File: src/hdl/ultrasonic_range_cutoff_unit_assert.svh
// ---------------------------------------------------------------------------
// Assertion macros for the ultrasonic range unit
// Clocked on clk_i, disabled while rst_ni is low.
// ---------------------------------------------------------------------------
`ifndef ULTRASONIC_RANGE_CUTOFF_UNIT_ASSERT_SVH
`define ULTRASONIC_RANGE_CUTOFF_UNIT_ASSERT_SVH

// same-cycle implication or plain property
`define URC_ASSERT(label, prop, msg) \
  label: assert property (@(posedge clk_i) disable iff (!rst_ni) (prop)) else $error(msg);

// antecedent this cycle, consequent the next
`define URC_ASSERT_NEXT(label, ante, cons, msg) \
  label: assert property (@(posedge clk_i) disable iff (!rst_ni) (ante) |=> (cons)) \
    else $error(msg);

`endif

File: src/hdl/urc_pkg.sv
// ---------------------------------------------------------------------------
// urc_pkg
// Types and constants shared by the ultrasonic range unit.
// ---------------------------------------------------------------------------
package urc_pkg;

  localparam int unsigned COUNT_BITS_DEF = 16;
  localparam int unsigned CM_DIVISOR     = 58;
  localparam int unsigned DIST_W         = 11;
  localparam logic [DIST_W-1:0] DIST_MAX = 11'h7FF;
  localparam int unsigned CFG_DATA_W     = 16;
  localparam int unsigned CFG_IDX_W      = 2;
  localparam int unsigned TIMER_W        = 16;

  localparam logic [7:0]        TRIGGER_US_RST = 8'd10;
  localparam logic [15:0]       LISTEN_US_RST  = 16'd30000;
  localparam logic [15:0]       HOLD_US_RST    = 16'd10000;
  localparam logic [DIST_W-1:0] NEAR_CM_RST    = 11'd30;

  typedef enum logic [CFG_IDX_W-1:0] {
    CFG_TRIGGER_US = 2'd0,
    CFG_LISTEN_US  = 2'd1,
    CFG_HOLD_US    = 2'd2,
    CFG_NEAR_CM    = 2'd3
  } cfg_idx_e;

  typedef enum logic [1:0] {
    PH_TRIG   = 2'd0,
    PH_LISTEN = 2'd1,
    PH_HOLD   = 2'd2
  } phase_e;

  typedef struct packed {
    logic [7:0]        trigger_us;
    logic [15:0]       listen_us;
    logic [15:0]       hold_us;
    logic [DIST_W-1:0] near_cm;
  } cfg_t;

  typedef struct packed {
    logic              trigger_out;
    logic              motor_on;
    logic              led_out;
    logic [DIST_W-1:0] distance_cm;
    logic              distance_update;
  } res_t;

endpackage

File: src/hdl/ultrasonic_range_cutoff_unit.sv
// ---------------------------------------------------------------------------
// ultrasonic_range_cutoff_unit
// Echo ranging controller: trigger, listen and hold phases per tick request.
// ---------------------------------------------------------------------------
// Each result is registered in the result buffer before it reaches the outputs.
// Throughput: one request per cycle; the two-entry result buffer holds
// results while the output stalls, and input stall rises only when it is full.
// Reset (asynchronous, active low): trigger phase, counters and core registers
// cleared, configuration back to its default values, buffer empty.
module ultrasonic_range_cutoff_unit #(
  parameter int unsigned COUNT_BITS = urc_pkg::COUNT_BITS_DEF
) (
  input  logic                           clk_i,
  input  logic                           rst_ni,
  input  logic                           cfg_we_i,
  input  logic [urc_pkg::CFG_IDX_W-1:0]  cfg_index_i,
  input  logic [urc_pkg::CFG_DATA_W-1:0] cfg_data_i,
  input  logic                           in_valid_i,
  output logic                           in_stall_o,
  input  logic                           echo_level_i,
  output logic                           out_valid_o,
  input  logic                           out_stall_i,
  output logic                           trigger_out_o,
  output logic                           motor_on_o,
  output logic                           led_out_o,
  output logic [urc_pkg::DIST_W-1:0]     distance_cm_o,
  output logic                           distance_update_o
);
  import urc_pkg::*;

  cfg_t cfg;
  res_t res;
  res_t res_buf;
  logic accept;
  logic buf_full;

  assign in_stall_o = buf_full;
  assign accept     = in_valid_i & ~buf_full;

  urc_cfg_regs u_cfg (
    .clk_i   (clk_i),
    .rst_ni  (rst_ni),
    .we_i    (cfg_we_i),
    .index_i (cfg_index_i),
    .data_i  (cfg_data_i),
    .cfg_o   (cfg)
  );

  urc_core #(
    .COUNT_BITS (COUNT_BITS)
  ) u_core (
    .clk_i  (clk_i),
    .rst_ni (rst_ni),
    .cfg_i  (cfg),
    .tick_i (accept),
    .echo_i (echo_level_i),
    .res_o  (res)
  );

  urc_skid u_skid (
    .clk_i   (clk_i),
    .rst_ni  (rst_ni),
    .push_i  (accept),
    .data_i  (res),
    .full_o  (buf_full),
    .valid_o (out_valid_o),
    .stall_i (out_stall_i),
    .data_o  (res_buf)
  );

  assign trigger_out_o     = res_buf.trigger_out;
  assign motor_on_o        = res_buf.motor_on;
  assign led_out_o         = res_buf.led_out;
  assign distance_cm_o     = res_buf.distance_cm;
  assign distance_update_o = res_buf.distance_update;

endmodule

File: src/hdl/urc_cfg_regs.sv
// ---------------------------------------------------------------------------
// urc_cfg_regs
// Configuration register file, write only.
// ---------------------------------------------------------------------------
module urc_cfg_regs (
  input  logic                             clk_i,
  input  logic                             rst_ni,
  input  logic                             we_i,
  input  logic [urc_pkg::CFG_IDX_W-1:0]    index_i,
  input  logic [urc_pkg::CFG_DATA_W-1:0]   data_i,
  output urc_pkg::cfg_t                    cfg_o
);
  import urc_pkg::*;

  cfg_t cfg_q, cfg_d;

  always_comb begin
    cfg_d = cfg_q;
    if (we_i) begin
      unique case (cfg_idx_e'(index_i))
        CFG_TRIGGER_US: cfg_d.trigger_us = data_i[7:0];
        CFG_LISTEN_US:  cfg_d.listen_us  = data_i;
        CFG_HOLD_US:    cfg_d.hold_us    = data_i;
        CFG_NEAR_CM:    cfg_d.near_cm    = data_i[DIST_W-1:0];
        default:        cfg_d = cfg_q;
      endcase
    end
  end

  always_ff @(posedge clk_i or negedge rst_ni) begin
    if (!rst_ni) begin
      cfg_q.trigger_us <= TRIGGER_US_RST;
      cfg_q.listen_us  <= LISTEN_US_RST;
      cfg_q.hold_us    <= HOLD_US_RST;
      cfg_q.near_cm    <= NEAR_CM_RST;
    end else begin
      cfg_q <= cfg_d;
    end
  end

  assign cfg_o = cfg_q;

endmodule

File: src/hdl/urc_core.sv
// ---------------------------------------------------------------------------
// urc_core
// Phase sequencer, echo width counter and distance conversion; one tick
// per accepted request.
// ---------------------------------------------------------------------------
module urc_core #(
  parameter int unsigned COUNT_BITS = urc_pkg::COUNT_BITS_DEF
) (
  input  logic          clk_i,
  input  logic          rst_ni,
  input  urc_pkg::cfg_t cfg_i,
  input  logic          tick_i,
  input  logic          echo_i,
  output urc_pkg::res_t res_o
);
  import urc_pkg::*;

  `include "ultrasonic_range_cutoff_unit_assert.svh"

  localparam int unsigned SHIFT = COUNT_BITS + 6;
  localparam int unsigned QW    = COUNT_BITS - 5;
  // ceil(2^SHIFT / 58): exact quotient for any width below 2^COUNT_BITS
  localparam logic [COUNT_BITS:0] RECIP =
    (COUNT_BITS+1)'(((64'd1 << SHIFT) + 64'(CM_DIVISOR) - 64'd1) / 64'(CM_DIVISOR));
  localparam logic [COUNT_BITS-1:0] CNT_MAX = '1;

  phase_e              phase_q, phase_d;
  logic [TIMER_W-1:0]  timer_q, timer_d;
  logic                echo_prev_q;
  logic                in_pulse_q, in_pulse_d;
  logic [COUNT_BITS-1:0] pcount_q, pcount_d;
  logic [COUNT_BITS-1:0] width_q, width_d;
  logic [DIST_W-1:0]   dist_q, dist_d;
  logic                motor_q, motor_d;
  logic                led_q, led_d;

  logic [TIMER_W:0]    timer_inc;
  logic [7:0]          trig_len;
  logic [TIMER_W-1:0]  listen_len;
  logic                rise, fall;
  logic                hold_end;
  logic                trig;
  logic                update;
  logic [2*COUNT_BITS:0] product;
  logic [QW-1:0]       quot;
  logic [QW+DIST_W-1:0] quot_ext;
  logic [DIST_W-1:0]   dist_calc;

  assign timer_inc  = {1'b0, timer_q} + {{TIMER_W{1'b0}}, 1'b1};
  assign trig_len   = (cfg_i.trigger_us == 8'd0) ? 8'd1 : cfg_i.trigger_us;
  assign listen_len = (cfg_i.listen_us == 16'd0) ? 16'd1 : cfg_i.listen_us;
  assign rise       = echo_i & ~echo_prev_q;
  assign fall       = ~echo_i & echo_prev_q;

  // width / 58 by reciprocal multiply, clamped to the output range
  assign product   = {{(COUNT_BITS+1){1'b0}}, width_d} * {{COUNT_BITS{1'b0}}, RECIP};
  assign quot      = product[SHIFT +: QW];
  assign quot_ext  = {{DIST_W{1'b0}}, quot};
  assign dist_calc = (quot_ext > {{QW{1'b0}}, DIST_MAX}) ? DIST_MAX : quot_ext[DIST_W-1:0];

  always_comb begin
    phase_d    = phase_q;
    timer_d    = timer_q;
    in_pulse_d = in_pulse_q;
    pcount_d   = pcount_q;
    width_d    = width_q;
    dist_d     = dist_q;
    motor_d    = motor_q;
    led_d      = led_q;
    hold_end   = 1'b0;

    unique case (phase_q)
      PH_LISTEN: begin
        if (in_pulse_q && (pcount_q != CNT_MAX)) begin
          pcount_d = pcount_q + {{(COUNT_BITS-1){1'b0}}, 1'b1};
        end
        if (rise) begin
          in_pulse_d = 1'b1;
          pcount_d   = {{(COUNT_BITS-1){1'b0}}, 1'b1};
        end else if (fall && in_pulse_q) begin
          width_d = pcount_d;
        end
        if (timer_inc >= {1'b0, listen_len}) begin
          dist_d  = dist_calc;
          led_d   = ~led_q;
          phase_d = PH_HOLD;
          timer_d = '0;
          hold_end = (cfg_i.hold_us == 16'd0);
        end else begin
          timer_d = timer_inc[TIMER_W-1:0];
        end
      end
      PH_HOLD: begin
        if (timer_inc >= {1'b0, cfg_i.hold_us}) begin
          hold_end = 1'b1;
        end else begin
          timer_d = timer_inc[TIMER_W-1:0];
        end
      end
      default: begin
        // trigger phase; a stray code restarts here too
        if (timer_inc >= {{(TIMER_W-7){1'b0}}, trig_len}) begin
          phase_d    = PH_LISTEN;
          timer_d    = '0;
          in_pulse_d = 1'b0;
        end else begin
          timer_d = timer_inc[TIMER_W-1:0];
        end
      end
    endcase

    if (hold_end) begin
      led_d   = ~led_d;
      motor_d = (dist_d >= cfg_i.near_cm);
      phase_d = PH_TRIG;
      timer_d = '0;
    end
  end

  // per-phase outputs
  always_comb begin
    trig   = 1'b0;
    update = 1'b0;
    unique case (phase_q)
      PH_LISTEN: update = (timer_inc >= {1'b0, listen_len});
      PH_HOLD:   update = 1'b0;
      default:   trig   = 1'b1;
    endcase
  end

  always_ff @(posedge clk_i or negedge rst_ni) begin
    if (!rst_ni) begin
      phase_q     <= PH_TRIG;
      timer_q     <= '0;
      echo_prev_q <= 1'b0;
      in_pulse_q  <= 1'b0;
      pcount_q    <= '0;
      width_q     <= '0;
      dist_q      <= '0;
      motor_q     <= 1'b0;
      led_q       <= 1'b0;
    end else if (tick_i) begin
      phase_q     <= phase_d;
      timer_q     <= timer_d;
      echo_prev_q <= echo_i;
      in_pulse_q  <= in_pulse_d;
      pcount_q    <= pcount_d;
      width_q     <= width_d;
      dist_q      <= dist_d;
      motor_q     <= motor_d;
      led_q       <= led_d;
    end
  end

  assign res_o.trigger_out     = trig;
  assign res_o.motor_on        = motor_d;
  assign res_o.led_out         = led_d;
  assign res_o.distance_cm     = dist_d;
  assign res_o.distance_update = update;

  `URC_ASSERT(a_update_from_listen, update |-> (phase_q == PH_LISTEN),
              "distance published outside listen window")
  `URC_ASSERT_NEXT(a_pulse_clear, tick_i && (phase_q == PH_TRIG) && (phase_d == PH_LISTEN),
                   !in_pulse_q, "pulse flag not cleared at window start")

endmodule

File: src/hdl/urc_skid.sv
// ---------------------------------------------------------------------------
// urc_skid
// Two-entry result buffer; decouples the request side from output stall.
// ---------------------------------------------------------------------------
module urc_skid (
  input  logic          clk_i,
  input  logic          rst_ni,
  input  logic          push_i,
  input  urc_pkg::res_t data_i,
  output logic          full_o,
  output logic          valid_o,
  input  logic          stall_i,
  output urc_pkg::res_t data_o
);
  import urc_pkg::*;

  `include "ultrasonic_range_cutoff_unit_assert.svh"

  logic [1:0] count_q, count_d;
  res_t       head_q, spare_q;
  logic       pop;

  assign valid_o = (count_q != 2'd0);
  assign full_o  = (count_q == 2'd2);
  assign pop     = valid_o & ~stall_i;
  assign count_d = count_q + {1'b0, push_i} - {1'b0, pop};

  always_ff @(posedge clk_i or negedge rst_ni) begin
    if (!rst_ni) begin
      count_q <= 2'd0;
    end else begin
      count_q <= count_d;
    end
  end

  always_ff @(posedge clk_i) begin
    if (pop) begin
      if (count_q == 2'd2) begin
        head_q <= spare_q;
      end else if (push_i) begin
        head_q <= data_i;
      end
    end else if (push_i) begin
      if (count_q == 2'd0) begin
        head_q <= data_i;
      end else begin
        spare_q <= data_i;
      end
    end
  end

  assign data_o = head_q;

  `URC_ASSERT(a_no_overflow, push_i |-> (count_q != 2'd2), "request pushed into full buffer")
  `URC_ASSERT_NEXT(a_head_moves, pop && (count_q == 2'd2), data_o == $past(spare_q),
                   "buffered result lost on pop")

endmodule
File: config.mk
export PLATFORM = sky130hd
export DESIGN_NAME = ultrasonic_range_cutoff_unit
export DESIGN_NICKNAME = d
export VERILOG_FILES = /design/src/hdl/urc_pkg.sv /design/src/hdl/ultrasonic_range_cutoff_unit.sv /design/src/hdl/urc_cfg_regs.sv /design/src/hdl/urc_core.sv /design/src/hdl/urc_skid.sv
export VERILOG_INCLUDE_DIRS = /design/src /design/src/hdl
export SDC_FILE = /design/constraint.sdc
export NUM_CORES = 1
export LEC_CHECK = 0
export BUFFER_PORTS_ARGS = -buffer_cell sky130_fd_sc_hd__buf_4
export CORE_ASPECT_RATIO = 1.2
export CORE_MARGIN = 2
export CORE_UTILIZATION = 45
export DETAILED_ROUTE_END_ITERATION = 8
export PLACE_DENSITY = 0.59
export SYNTH_ARGS = -nofsm -noshare
export SYNTH_HDL_FRONTEND = slang
export SYNTH_SLANG_ARGS = --single-unit
File: constraint.sdc
create_clock -name clk_i -period 12.9 [get_ports clk_i]
set_input_delay 0.645 -clock clk_i [delete_from_list [all_inputs] [get_ports clk_i]]
set_output_delay 0.645 -clock clk_i [all_outputs]
set_load 0.05 [all_outputs]
==> summary.txt, run 1 <==
Outcome
  • Outcome: finished clean

STA
  • Clock skew: about 0.015 ns
  • Max-Slew Margin vs Limit: around 29%
  • RSZ-0062 raised after global routing: no
  • Pins over their slew limit: 0
  • Peak Freq: 101 MHz
  • Slew @ Worst Pin: 1.05 ns
  • Period utilisation layout: roughly three quarters
  • Setup TNS: 0 ns
  • Final Setup Violations: 0
  • Post-layout min period: a little under 10 ns
  • Final hold viol count: 0

Synth
  • Synthesized instance count: ~1300
  • Yosys reg bits: 148
  • Sequential share of the synthesized area: slightly above 30%
  • Syn_nets: between 1500 and 2000
  • EDFF count, synth: 30
  • Top FF cell, synth: dfrtp_1
  • Area leader, netlist: dfrtp_1
  • Top cells by area, synth: dfrtp_1 20%, ha_1 18%, fa_1 13%
  • Async SR Flop Fraction: ~80%
  • Synth top cells by count: 211 x inv_1, 176 x ha_1, 123 x nand2_1
  • Cell variety after synth: 64
  • Synth warnings: 0
  • Area share of the largest cell type after synthesis: between 15 and 20%
  • Cell area after synthesis: 12500 um2
  • Avg Cell Area, Syn: 9.91 um2
  • Count leader, synth: inv_1

Min path
  • Worst hold path type: in2async

GRT
  • First-pass GRT wire length: ~47000 um
  • Total global routing overflow: 0
  • Pin count of the biggest net entering global routing: 66
  • Initial antenna violation count: 0
  • GR Util All Layers: approximately a fifth
  • Vias in the first global route: between 9000 and 10000

Power and ir drop
  • Peak VDD IR: about 85 uV
  • Tot Pwr: approximately 1.6 mW
  • Switching Power: between 0.5 and 0.6 mW
  • Sequential share of power: between 30% and 40%
  • Static Leak: around 7.4 nW
  • Switching Share: between 30 and 40%
  • Internal power: 1.01 mW
  • Combinational power share: approximately 28%
  • Clock network power share: between 30 and 40%
  • PwrDens: roughly 110 nW/um2

Setup path
  • RR Startpoint: u_core.pcount_q[0]$_DFFE_PN0P_
  • Top delay family on crit path: adder cells
  • Critical path launch point type: register
  • Flop2flop setup slack: about 3 ns
  • Crit path depth: 34
  • Critical Path RT: approximately 13 ns
  • Slowest-stage cell, CP: o21ai_0
  • Kind of critical path: reg2reg
  • Worst Setup SP: u_core.pcount_q[0]$_DFFE_PN0P_
  • CP max stage delay: around 0.56 ns
  • CP Capture Type: register
  • WP buf/inv: 4
  • Critical Path Sink: u_skid.spare_q[13]$_DFFE_PP_
  • Critical path's most frequent cell: fa_1
  • R2R depth: 34
  • Reg2reg end: u_skid.spare_q[13]$_DFFE_PP_
  • Critical path data arrival time: 10.05 ns
  • CP max FO: 8

Detailed routing
  • Wire per inst: between 15 and 20 um
  • Violation count after the first detailed-route iteration: 504
  • DRC viols: 0
  • TritonRoute pass-1 iters: 5
  • Final WL: roughly 28000 um
  • Post-route ant nets: 0
  • DR vias/cell: ~5.4
  • Vias: between 8000 and 9000

Clocking
  • Clock root buffer master: clkbuf_16
  • Clock-pin slew on the worst setup and hold paths: 0.07 ns
  • TritonCTS clock tree: done
  • CTS resizes: 0
  • Clock sinks: roughly 150
  • Skew-Pair Late Insertion Delay: between 0.4 and 0.5 ns
  • Clock H-tree levels: 4
  • CTS Buffer Depth: 2
  • Post-CTS setup buffers: 0
  • Num CTS Buffers: 17
  • Hold buffer count at CTS: 0

Layout
  • Synthesis-to-layout area growth: 10.2%
  • Layout Nets: between 1500 and 2000
  • Fraction of final layout cells sized beyond drive strength 1: 13.5%
  • N_diodes: 0

Floorplan
  • Horiz. Die Dim: roughly 160 um
  • Die ar.: 29200 um2
  • Cell Rows: 66
  • Die H: 187 um
  • Core region area: 27300 um2
  • I/O pin count: 41
  • Starting density of the core: 46.0%

Placement
  • # port buffers: 40
  • GPL Wtd Cong: ~0.87
  • Post-DP HPWL: 22500 um

Job
  • Max cap viols: 0
==> cell usage in the layout (no fill, tap or decap), drive strengths merged, types with 10 or more instances in the layout <==
master / instances
nor2: 53
xor2: 23
a21oi: 38
xnor2: 31
mux2: 64
buf: 49
edfxtp: 30
fa: 79
a31oi: 10
nand3: 18
dfstp: 18
o31ai: 12
and3: 16
nand2: 124
dfrtp: 100
nand4: 18
nor3: 12
ha: 176
o21ai: 81
a21o: 20
clkbuf: 20
inv: 220
==> power by group through the flow <==
stage                     Combinational (mW)  Sequential, mW  Clock, mW
after floorplan                        0.267           0.650          0
after global placement                 0.433           0.614          0
after detailed placement               0.442           0.617          0
after CTS                              0.444           0.608      0.526
after global routing                   0.491           0.617      0.548
final                                  0.440           0.608      0.516
==> cell families (layout without fill, tap and decap cells) <==
| family | Yosys count | in the layout | synth area share, % |
|---|---|---|---|
| AO/OA/AOI/OAI | 208 | 208 | 10.6 |
| XOR/XNOR | 54 | 54 | 3.77 |
| adder cells (fa/ha/maj) | 255 | 255 | 30.2 |
| buffers and inverters | 242 | 293 | 7.43 |
| flip-flops | 148 | 148 | 30.9 |
| multiplexers | 70 | 70 | 6.28 |
| AND/OR/NAND/NOR | 289 | 289 | 10.9 |
==> final cells by class <==
cell class,count,area [um2]
Fill cell,2559,13400
Multi-Input combinational cell,876,7740
Sequential cell,148,3880
Inverter,212,796
Clock buffer,20,500
Tap cell,340,425
Timing Repair Buffer,49,368
Clock inverter,12,120
==> worst min path at each step <==
stage / startpoint / endpoint / slack [ns] / depth (start not counted)
global placement: u_core.width_q[7]$_DFFE_PN0P_ / u_core.width_q[7]$_DFFE_PN0P_ / 0.46 / 2
global route: rst_ni / u_core.pcount_q[1]$_DFFE_PN0P_ / 0.31 / 1
CTS: rst_ni / u_core.timer_q[0]$_DFFE_PN0P_ / 0.27 / 1
detailed placement: u_core.width_q[8]$_DFFE_PN0P_ / u_core.width_q[8]$_DFFE_PN0P_ / 0.46 / 2
finish: rst_ni / u_core.width_q[1]$_DFFE_PN0P_ / 0.26 / 1
floorplan: rst_ni / u_cfg.cfg_o[0]$_DFFE_PN0P_ / 0.35 / 0
==> metrics by stage <==
stage          setup WS [ns]  hold slack, ns  cell area (um2)  util [%]  std cells
6_report                3.03           0.261            13800      50.7       1657
5_1_grt                 2.37           0.309            13800      50.7       1657
4_1_cts                 3.12           0.274            13800      50.7       1657
3_5_place_dp            3.22           0.462            13200      48.5       1625
3_3_place_gp            3.46           0.458            13200      48.5       1625
2_1_floorplan           3.96           0.349            12500         -       1266
==> worst register-to-register path: cells and delay by family (launching register included) <==
kind	cells	cell delay (ns)
buffers and inverters	4	0.27
adders and majority gates	9	3.49
xor gates and xnor gates	2	0.42
and+or+nand+nor	8	1.70
AOI/OAI and AO/OA	10	3.03
muxes	1	0.30
DFF	1	0.42
==> flip-flops by register name, indices dropped and copies added, names as in the netlist <==
signal,cells
u_core.phase_q,2
u_skid.count_q,2
u_cfg.cfg_o,51
u_skid.data_o,15
u_core.width_q,16
u_core.echo_prev_q,1
u_core.motor_q,1
u_core.led_q,1
u_core.pcount_q,16
u_core.dist_q,11
u_skid.spare_q,15
u_core.in_pulse_q,1
u_core.timer_q,16
==> routing by layer <==
metal / part of all wire (%) / GRT usage (%) / wire [um]
met5: 0 / 0 / 0
met4: 1.8 / 5.79 / 501
met3: 2.1 / 2.69 / 603
met2: 51 / 35.4 / 14500
met1: 45 / 27.3 / 12800
No activity file was read; power rests on OpenSTA's default activity.
==> run 2: changes to the inputs <==
--- a/config.mk
+++ b/config.mk
@@ -11,7 +11,7 @@
 export CORE_MARGIN = 2
 export CORE_UTILIZATION = 45
 export DETAILED_ROUTE_END_ITERATION = 8
-export PLACE_DENSITY = 0.59
+export PLACE_DENSITY = 0.61
 export SYNTH_ARGS = -nofsm -noshare
 export SYNTH_HDL_FRONTEND = slang
 export SYNTH_SLANG_ARGS = --single-unit
==> constraint.sdc (replaced) <==
create_clock -name clk_i -period 8 [get_ports clk_i]
set_input_delay 0.4 -clock clk_i [delete_from_list [all_inputs] [get_ports clk_i]]
set_output_delay 0.4 -clock clk_i [all_outputs]
set_load 0.05 [all_outputs]
==> summary.txt, run 2 (synthesis gave the netlist of run 1 again) <==
STA
  • Setup TNS: -1.39 ns (was 0 ns)
  • Period utilisation layout: 106% (was 76.5%)
  • RSZ-0062 raised after global routing: yes (was no)
  • Slew @ Worst Pin: 0.861 ns (was 1.05 ns)
  • Post-layout min period: 8.52 ns (was 9.87 ns)
  • Final Worst Setup Slack: -0.519 ns (was 3.03 ns)
  • WHS: 0.0252 ns (was 0.261 ns)
  • Pins over their slew limit: 0 (unchanged)
  • Max-Slew Margin vs Limit: 42.4% (was 29.1%)
  • Clock skew: 0.0149 ns (was 0.0154 ns)
  • Peak Freq: 117 MHz (was 101 MHz)
  • Final hold viol count: 0 (unchanged)
  • Final Setup Violations: 4 (was 0)

Layout
  • N_diodes: 0 (unchanged)
  • Layout Nets: 1709 (was 1583)
  • Synthesis-to-layout area growth: 20.3% (was 10.2%)
  • Max reg flops: 51 (unchanged)
  • Most common cell after layout, fill and taps aside: inv_1 (unchanged)
  • Fin util: 55.4% (was 50.7%)
  • Final instance area: 15100 um2 (was 13800 um2)
  • Fraction of final layout cells sized beyond drive strength 1: 24.9% (was 13.5%)
  • Fillers: 2427 (was 2559)
  • Most frequent cells in the layout: 202 x inv_1, 172 x buf_4, 165 x ha_1 (was 211 x inv_1, 176 x ha_1, 123 x nand2_1)

Setup path
  • Kind of critical path: reg2reg (unchanged)
  • CP max FO: 3 (was 8)
  • CP max stage delay: 0.54 ns (was 0.56 ns)
  • Reg2reg end: u_skid.spare_q[13]$_DFFE_PP_ (unchanged)
  • Critical path launch point type: register (unchanged)
  • RR Startpoint: u_core.pcount_q[0]$_DFFE_PN0P_ (unchanged)
  • Worst Setup SP: u_core.pcount_q[0]$_DFFE_PN0P_ (unchanged)
  • R2R depth: 34 (unchanged)
  • Slowest-stage cell, CP: fa_2 (was o21ai_0)
  • Flop2flop setup slack: -0.52 ns (was 3.03 ns)
  • Critical path data arrival time: 8.71 ns (was 10.05 ns)
  • Critical Path RT: 8.19 ns (was 13.08 ns)
  • CP Capture Type: register (unchanged)
  • Critical Path Sink: u_skid.spare_q[13]$_DFFE_PP_ (unchanged)

GRT
  • Vias in the first global route: 9623 (was 9114)
  • Pin count of the biggest net entering global routing: 61 (was 66)
  • Total global routing overflow: 0 (unchanged)
  • Initial antenna violation count: 0 (unchanged)
  • First-pass GRT wire length: 48600 um (was 47300 um)
  • GR Util All Layers: 21.1% (was 20.6%)

Floorplan
  • Die H: 187 um (unchanged)
  • Cell Rows: 66 (unchanged)
  • I/O pin count: 41 (unchanged)
  • Starting density of the core: 46.0% (unchanged)
  • Die ar.: 29200 um2 (unchanged)
  • Horiz. Die Dim: 156 um (unchanged)
  • Core region area: 27300 um2 (unchanged)

Detailed routing
  • TritonRoute pass-1 iters: 5 (unchanged)
  • Violation count after the first detailed-route iteration: 377 (was 504)
  • Final WL: 29200 um (was 28500 um)
  • Vias: 9307 (was 8982)
  • Wire per inst: 16.4 um (was 17.2 um)
  • DRC viols: 0 (unchanged)
  • DR vias/cell: 5.22 (was 5.42)
  • Post-route ant nets: 0 (unchanged)

Placement
  • Worst slack at placement: -0.910 ns (was 3.22 ns)
  • Post-DP HPWL: 23300 um (was 22500 um)
  • GPL Wtd Cong: 0.895 (was 0.872)
  • # port buffers: 40 (unchanged)
  • Placed cell area: 14200 um2 (was 13200 um2)

Power and ir drop
  • PwrDens: 167 nW/um2 (was 113 nW/um2)
  • Peak VDD IR: 148 uV (was 84.9 uV)
  • Static Leak: 8.01 nW (was 7.38 nW)

Clocking
  • Skew-Pair Late Insertion Delay: 0.44 ns (about the same)
  • Num CTS Buffers: 17 (unchanged)
  • Clock sinks: 148 (unchanged)
  • TritonCTS clock tree: done (unchanged)
  • Clock H-tree levels: 4 (unchanged)
  • CTS Buffer Depth: 2 (unchanged)
  • Clock root buffer master: clkbuf_16 (unchanged)
  • Clock-pin slew on the worst setup and hold paths: 0.07 ns (about the same)

Outcome
  • Outcome: complete, but fails checks (was finished clean)
  • Failing checks: negative setup slack

Min path
  • Worst hold path type: in2async (unchanged)

Job
  • Max cap viols: 0 (unchanged)
-- run 2: worst max-delay path, delay by kind of cell (launching register included) --
kind	cells	cell delay (ns)
DFF	1	0.39
xor gates and xnor gates	1	0.19
AOI/OAI and AO/OA	7	1.20
adders and majority gates	9	3.62
buffers and inverters	3	0.14
and+or+nand+nor	12	2.18
muxes	2	0.56
-- run 2: final cells by class --
class	count	area, um2	share of cell area (%)
Multi-Input combinational cell	876	8080	53.5
Sequential cell	148	3880	25.7
Timing Repair Buffer	175	1330	8.83
Inverter	212	796	5.27
Clock buffer	19	454	3.01
Tap cell	340	425	2.82
Clock inverter	13	135	0.895
-- run 2: worst min path at each step --
stage                                        from                              to  slack, ns  cells after the start
detailed placement  u_core.width_q[7]$_DFFE_PN0P_   u_core.width_q[7]$_DFFE_PN0P_       0.46                      2
finish                                     rst_ni  u_core.timer_q[12]$_DFFE_PN0P_       0.03                      1
floorplan                                  rst_ni      u_cfg.cfg_o[0]$_DFFE_PN0P_       0.10                      0
global placement    u_core.width_q[0]$_DFFE_PN0P_   u_core.width_q[0]$_DFFE_PN0P_       0.46                      2
global route                               rst_ni  u_core.timer_q[12]$_DFFE_PN0P_       0.09                      1
CTS                                        rst_ni  u_core.timer_q[12]$_DFFE_PN0P_       0.07                      1
-- run 2: metal layers --
| layer | part of all wire [%] | global-route usage (%) | routed length, um |
|---|---|---|---|
| met5 | 0 | 0 | 0 |
| met4 | 2.2 | 6.92 | 633 |
| met3 | 2.0 | 2.09 | 581 |
| met2 | 51 | 37.8 | 15000 |
| met1 | 44 | 26.7 | 13000 |
-- run 2: what timing repair did --
| item | 4_1_cts | 5_1_grt |
|---|---|---|
| resized for setup | 41 | 10 |
| hold buffers | 0 | 0 |
| pin swaps | 43 | 14 |
| setup endpoints to repair | 4 | 8 |
| setup buffers | 12 | 2 |
-- run 2: report_power, final --
part | switching (mW) | internal (mW) | total, mW
Combinational | 0.459 | 0.271 | 0.731
Sequential | 0.0751 | 0.901 | 0.976
Clock | 0.358 | 0.458 | 0.816
-- run 2: stage by stage --
step                cells  power (mW)
floorplan            1266        1.48
global route         1783        2.67
finish               1783        2.52
detailed placement   1737        1.72
CTS                  1781        2.54
global placement     1737        1.70
